[src/rtl/mlts_pkg.sv]
// Shared types, constants and the luminance function of the trail stacker.
package mlts_pkg;

  localparam int CFG_W   = 9;
  localparam int CH_W    = 8;
  localparam int LUMA_W  = 24;

  typedef logic [LUMA_W-1:0] luma_t;
  typedef logic [CFG_W-1:0]  cfg_data_t;

  // Register indexes of the configuration port.
  typedef enum logic [0:0] {
    CFG_FRAME_WIDTH  = 1'b0,
    CFG_FRAME_HEIGHT = 1'b1
  } cfg_index_t;

  // Luminance weights, summing to 65536.
  localparam luma_t WEIGHT_R = luma_t'(13933);
  localparam luma_t WEIGHT_G = luma_t'(46871);
  localparam luma_t WEIGHT_B = luma_t'(4732);

  localparam cfg_data_t SIZE_RESET = cfg_data_t'(256);

  // Store word: red in the low byte, alpha in the high byte.
  typedef struct packed {
    logic [CH_W-1:0] alpha;
    logic [CH_W-1:0] blue;
    logic [CH_W-1:0] green;
    logic [CH_W-1:0] red;
  } pixel_t;

  // Position flags handed from the sequencer to the update stage.
  typedef struct packed {
    logic first;  // stack not started: store unconditionally
    logic last;   // last pixel of the frame
  } pos_info_t;

  function automatic luma_t luma(input pixel_t px);
    luma_t y;
    y = luma_t'(px.red) * WEIGHT_R
      + luma_t'(px.green) * WEIGHT_G
      + luma_t'(px.blue) * WEIGHT_B;
    return y;
  endfunction

endpackage

[src/rtl/mlts_seq.sv]
// Frame sequencer: size registers, raster counters and store address.
module mlts_seq
  import mlts_pkg::*;
#(
  parameter int MAX_WIDTH  = 256,
  parameter int MAX_HEIGHT = 256,
  parameter int ADDR_W     = 16
) (
  input  logic              clk,
  input  logic              rst_n,
  input  logic              cfg_we,
  input  cfg_index_t        cfg_index,
  input  cfg_data_t         cfg_data,
  input  logic              advance,
  output logic [ADDR_W-1:0] rd_addr,
  output pos_info_t         info
);

  localparam int XW = (MAX_WIDTH > 1) ? $clog2(MAX_WIDTH) : 1;
  localparam int YW = (MAX_HEIGHT > 1) ? $clog2(MAX_HEIGHT) : 1;

  cfg_data_t         width_r, width_nxt;
  cfg_data_t         height_r, height_nxt;
  logic [XW-1:0]     x_r, x_nxt;
  logic [YW-1:0]     y_r, y_nxt;
  logic [ADDR_W-1:0] pos_r, pos_nxt;
  logic              started_r, started_nxt;
  logic [XW-1:0]     x_last;
  logic [YW-1:0]     y_last;
  logic              at_line_end;
  logic              at_frame_end;

  // Clamp sizes to 1..max, expressed as the last index.
  always_comb begin
    if (width_r == '0) begin
      x_last = '0;
    end else if (32'(width_r) > 32'(MAX_WIDTH)) begin
      x_last = XW'(MAX_WIDTH - 1);
    end else begin
      x_last = XW'(width_r - 1'b1);
    end
    if (height_r == '0) begin
      y_last = '0;
    end else if (32'(height_r) > 32'(MAX_HEIGHT)) begin
      y_last = YW'(MAX_HEIGHT - 1);
    end else begin
      y_last = YW'(height_r - 1'b1);
    end
  end

  assign at_line_end  = (x_r == x_last);
  assign at_frame_end = at_line_end && (y_r == y_last);

  always_comb begin
    width_nxt   = width_r;
    height_nxt  = height_r;
    x_nxt       = x_r;
    y_nxt       = y_r;
    pos_nxt     = pos_r;
    started_nxt = started_r;
    if (cfg_we) begin
      case (cfg_index)
        CFG_FRAME_WIDTH:  width_nxt  = cfg_data;
        CFG_FRAME_HEIGHT: height_nxt = cfg_data;
        default: ;
      endcase
      // restart the stack
      x_nxt       = '0;
      y_nxt       = '0;
      pos_nxt     = '0;
      started_nxt = 1'b0;
    end else if (advance) begin
      if (at_frame_end) begin
        x_nxt       = '0;
        y_nxt       = '0;
        pos_nxt     = '0;
        started_nxt = 1'b1;
      end else if (at_line_end) begin
        x_nxt   = '0;
        y_nxt   = y_r + 1'b1;
        pos_nxt = pos_r + 1'b1;
      end else begin
        x_nxt   = x_r + 1'b1;
        pos_nxt = pos_r + 1'b1;
      end
    end
  end

  always_ff @(posedge clk) begin
    if (!rst_n) begin
      width_r   <= SIZE_RESET;
      height_r  <= SIZE_RESET;
      x_r       <= '0;
      y_r       <= '0;
      pos_r     <= '0;
      started_r <= 1'b0;
    end else begin
      width_r   <= width_nxt;
      height_r  <= height_nxt;
      x_r       <= x_nxt;
      y_r       <= y_nxt;
      pos_r     <= pos_nxt;
      started_r <= started_nxt;
    end
  end

  assign rd_addr    = pos_r;
  assign info.first = ~started_r;
  assign info.last  = at_frame_end;

endmodule

[config.mk]
export PLATFORM = sky130hd
export DESIGN_NAME = mlts_seq
export DESIGN_NICKNAME = d
export VERILOG_FILES = /design/src/rtl/mlts_pkg.sv /design/src/rtl/mlts_seq.sv
export SDC_FILE = /design/constraint.sdc
export NUM_CORES = 1
export LEC_CHECK = 0
export ABC_AREA = 0
export BUFFER_PORTS_ARGS = -buffer_cell sky130_fd_sc_hd__buf_2
export CORE_MARGIN = 8
export CORE_UTILIZATION = 25
export CTS_CLUSTER_DIAMETER = 120
export DETAILED_ROUTE_END_ITERATION = 8
export PLACE_DENSITY = 0.43
export SKIP_LAST_GASP = 1
export SLEW_MARGIN = 10
export SYNTH_ARGS = -nofsm -noshare
export SYNTH_HDL_FRONTEND = slang
export SYNTH_SLANG_ARGS = --single-unit
[constraint.sdc]
create_clock -name clk -period 3.4 [get_ports clk]
set_input_delay 0.17 -clock clk [delete_from_list [all_inputs] [get_ports clk]]
set_output_delay 0.17 -clock clk [all_outputs]
set_load 0.01 [all_outputs]
## Word-level counts from Yosys, hierarchy flattened

Index checks and enable logic that the tools add are counted.

| word-level totals | value |
|---|---|
| flip-flop bits (word level) | 51 |
| output and inout bits | 18 |
| word-level logic and storage cells | 36 |

| cells by class | value |
|---|---|
| add/subtract/negate cells | 5 |
| order comparisons | 2 |
| equal/unequal tests | 2 |
| multiplexer cells | 9 |
| bitwise gates (word level) | 3 |
| reductions and logical operators | 9 |

Operator list:

| cell | number |
|---|---|
| two-way mux 8 bit | 8 |
| greater-than comparator 9 bit, second input constant | 2 |
| logical NOT 9 bit | 2 |
| adder 16 x 1 -> 16 bit, second input constant | 1 |
| adder 8 x 1 -> 8 bit, second input constant | 2 |
| == test 8 bit | 2 |
| two-way mux 16 bit | 1 |
| subtractor 8 x 1 -> 8 bit, second input constant | 2 |
| AND reduction 2 bit | 4 |
| NOT 1 bit | 3 |
| nonzero test 2 bit | 1 |
| OR reduction 2 bit | 1 |
| logical AND 1 bit | 1 |

## Depth between registers and ports, before layout

| depth | value |
|---|---|
| word-level depth | 7 |
| mapped depth | 12 |
| depth with buffers taken out | 9 |

## Worst setup path after synthesis

No wires, ideal clock.

| timing path | value |
|---|---|
| path kind | register to register |
| start point | reg width_r[0] |
| end point | reg y_r[7] |
| arrival | 3.001 ns |
| required time | 3.314 ns |
| setup slack | 0.313 ns |
| stages on the path, launching flop included | 11 |
| path through | dfxtp_1 > inv_1 > ha_1 > or3b_4 > buf_6 > or3_1 > a211o_1 > xor2_1 > or3_2 > or4_1 > a211oi_1 |

| between the ends | value |
|---|---|
| word-level cells in the longest chain between the ends | 7 |
| elaborated cells on any way between the ends | 10 |
| classes of those cells | 1 x add/sub; 1 x order compare; 1 x eq/ne; 3 x mux; 4 x reduce/logical |

RTL lines:

| what | RTL line | RTL |
|---|---|---|
| from (decl) | mlts_seq.sv:22 | `cfg_data_t width_r, width_nxt;` |
| from (signal assigned) | mlts_seq.sv:98 | `width_r <= width_nxt;` |
| subtractor 8 x 1 -> 8 bit or greater-than comparator 9 bit (tied branches) | mlts_seq.sv:40, mlts_seq.sv:37 |  |
| two-way mux 8 bit | mlts_seq.sv:37 | `end else if (32'(width_r) > 32'(MAX_WIDTH)) begin` |
| two-way mux 8 bit * | mlts_seq.sv:35 | `if (width_r == '0) begin` |
| == test 8 bit * | mlts_seq.sv:51 | `assign at_line_end = (x_r == x_last);` |
| logical AND 1 bit | mlts_seq.sv:52 | `assign at_frame_end = at_line_end && (y_r == y_last);` |
| nonzero test 2 bit (no line) | - |  |
| AND reduction 2 bit (no line) | - |  |
| to (signal assigned) | mlts_seq.sv:101 | `y_r <= y_nxt;` |
| to (decl) | mlts_seq.sv:25 | `logic [YW-1:0] y_r, y_nxt;` |

Every way passes the cells marked *; elsewhere a longest branch is shown, timed or not.
A chain may end at the register's enable or synchronous reset.

==> run metrics <==
status completed; critical path class register to output port; VDD IR max 0.142 mV; Cell Int Power 965 uW; startpoint types register; GRT Util Overall 10.0%; delay-heaviest family, CP simple AND/OR/NAND/NOR gates; CP Cell Sequence inv_1 -> ha_1 -> or4b_2 -> a211oi_1 -> nor3_1 -> nand4bb_1 -> nor4_2 -> buf_4 -> buf_2; setup TNS 0 ns; fin crit period 3.20 ns; Post-synth ARST share 0%; Die Area 0.0164 sq mm; yosys warns 0; largest driver fanout on the critical path 7; CP endpoint kind output port; initial antenna violation count 0; Nets 426; Initial Util 25.2%; die height 128 microns; Post-CTS Hold Fix Bufs 0; CTS Buf Count 5; CTS tree done; commonest non-fill, non-tap cell in the layout nand2_1; ANT cells 0; Crit path buffers/inverters 3; synthesized net count 399; first-pass GRT wire length 13500 microns; Reg clk slew, reported paths 0.07 ns; clock power share 37.5%; sequential share of power 47.6%; measured slew at the worst slew-check pin 0.972 ns; RSZ-0062 raised after global routing false; GRT Residual Overflow 0; Worst-Skew Late Latency 0.29 ns; placed cell area 0.00345 sq mm; Synth Register Bits 51; share of cells above drive strength 1 18.7%; CTS Buffer Depth 2; Final period util 94.0%; final hold vios 0; vias in the first global route 2710; DRC 0; clk root buf clkbuf_16; required time worst endpoint 3.23 ns; Crit path largest cell delay 0.71 ns; CP max stage cell or4b_2; largest net degree at the start of global routing 24; number of max-cap violations 0; drt pass-1 iters 4; Top FF cell, synth dfxtp_1; Slew Limit Fails 0; Sw Ratio 27.2%; Max transition margin 34.7%; PD cells 363 mW/mm^2; Ports 32; post-route core utilization 29.3%; H-tree depth 2; combinational power share 15.0%; Final GP Congestion 0.794; Sink Count 51; Area Overhead vs Synth 16.3%; Post-synth EDFFs 0; Core ar. 0.0125 sq mm; synthesized area per cell 8.26 sq um; CP arrival 3.03 ns; total number of vias 2821; Final HPWL DP 6030 microns; Die Wd 128 microns; Finished Cell Area 0.00365 sq mm; WL/cell 13.8 microns; DRC marker count from the first detailed-route iteration 184; Netlist cell types 61; hold crit path type input port to register; routed wire length 8010 microns; Final Power 1330 uW; Mapped Cells 380; PortBufs 31; area of the mapped netlist 0.00314 sq mm; Rows 41; f_max 0.313 GHz; vias per std cell 4.87; setup violators final 0; antenna-violating nets left 0; most frequent cells in the layout nand2_1 (53), dfxtp_1 (51), buf_2 (31); register area share after synthesis 32.5%; clock skew 0.00715 ns; P_leak 0.00129 uW; Net Sw Power 361 uW
[synthesized netlist by cell type, drive strengths merged, types with 2 or more instances]
| cell type | number | area share [%] |
|---|---|---|
| and4 | 3 | 0.88 |
| nor4b | 2 | 0.56 |
| a311o | 2 | 0.64 |
| or2 | 2 | 0.40 |
| and2 | 2 | 0.44 |
| o31ai | 6 | 1.4 |
| a21boi | 18 | 4.3 |
| and3 | 7 | 1.4 |
| clkbuf | 11 | 1.3 |
| nand4 | 9 | 1.8 |
| nor2b | 3 | 0.60 |
| nor3b | 2 | 0.48 |
| o21ai | 15 | 2.4 |
| or4 | 7 | 1.8 |
| nor2 | 10 | 1.2 |
| a21oi | 4 | 0.64 |
| o311a | 2 | 0.64 |
| a31oi | 3 | 0.60 |
| o211ai | 5 | 1.2 |
| nand2 | 53 | 6.3 |
| a211o | 2 | 0.56 |
| inv | 13 | 1.6 |
| xnor2 | 16 | 4.5 |
| nor3 | 28 | 4.5 |
| buf | 13 | 3.3 |
| o31a | 2 | 0.56 |
| a211oi | 18 | 4.9 |
| ha | 5 | 2.0 |
| dfxtp | 51 | 33 |
| xor2 | 17 | 4.7 |
| nand3 | 11 | 1.8 |
| or3b | 2 | 0.64 |
| nand2b | 2 | 0.40 |
| a31o | 2 | 0.56 |
| or3 | 11 | 2.3 |
| nor4 | 8 | 2.3 |
[path summary, 6_finish.rpt]
| path | from | slack [ns] | endpoint | cells after the start |
|---|---|---|---|---|
| max | height_r[0] | 0.20 | info[0] | 9 |
| min | cfg_data[8] | 0.13 | width_r[8] | 3 |
| max reg2reg | width_r[1] | 0.22 | y_r[7] | 9 |
| min reg2reg | started_r | 0.46 | started_r | 1 |
[cell type report]
cell class                 instances  area [sq um]
sequential                        51          1020
tap                              172           215
multi-input combinational        291          1950
clock buffer                       5           125
inverter                          13          48.8
fill                            1362          8810
clock inverter                     2          13.8
timing repair buffer              45           273
[stage by stage]
stage | cells | worst slack (ns) | hold WS, ns
4_1_cts | 576 | 0.0165 | 0.125
6_report | 579 | 0.204 | 0.126
3_5_place_dp | 569 | 0.135 | 0.430
5_1_grt | 579 | 0.00718 | 0.143
3_3_place_gp | 569 | 0.227 | 0.427
2_1_floorplan | 380 | 0.313 | 0.294
[power by group through the flow]
stage | logic [uW] | registers (uW) | clock network (uW)
finish | 198 | 631 | 497
global route | 224 | 634 | 540
CTS | 193 | 630 | 514
detailed placement | 191 | 643 | 0
global placement | 190 | 643 | 0
floorplan | 160 | 633 | 0
[logic make-up (layout without fill, tap and decap cells)]
| logic type | after synthesis | in the layout | share of synthesized area (%) |
|---|---|---|---|
| AOI/OAI and AO/OA | 86 | 86 | 20.5 |
| xor gates and xnor gates | 33 | 33 | 9.20 |
| adders and majority gates | 5 | 5 | 1.99 |
| buffers and inverters | 38 | 65 | 6.53 |
| DFF | 51 | 51 | 32.5 |
| muxes | 1 | 1 | 0.319 |
| and+or+nand+nor | 166 | 166 | 29.0 |
[registers in the layout (all words and copies together), names as in the netlist]
register and cells:
width_r 9, y_r 8, height_r 9, rd_addr 16, x_r 8, started_r 1
[worst register-to-register path: stages, from the launching register on]
cell      delay [ns]
dfxtp_1         0.33
inv_1           0.06
ha_1            0.18
or3b_4          0.45
or3_1           0.36
a211o_1         0.31
xor2_1          0.18
or3_2           0.53
or4_1           0.48
a211oi_1        0.22
[routing by layer]
| metal | up-vias | GRT usage (%) | routed length, microns |
|---|---|---|---|
| li1 | 1443 | - | - |
| met1 | 1326 | 13.4 | 4110 |
| met2 | 48 | 15.3 | 3430 |
| met3 | 4 | 3.04 | 435 |
| met4 | 0 | 2.38 | 39 |
| met5 | - | 0 | 0 |
[what timing repair did]
item                       in CTS  in global routing
resized for setup               2                  6
gates cloned                    0                  0
setup buffers                   0                  3
pin swaps                       0                  2
setup endpoints to repair       1                  1
No activity file was read; power rests on OpenSTA's default activity.
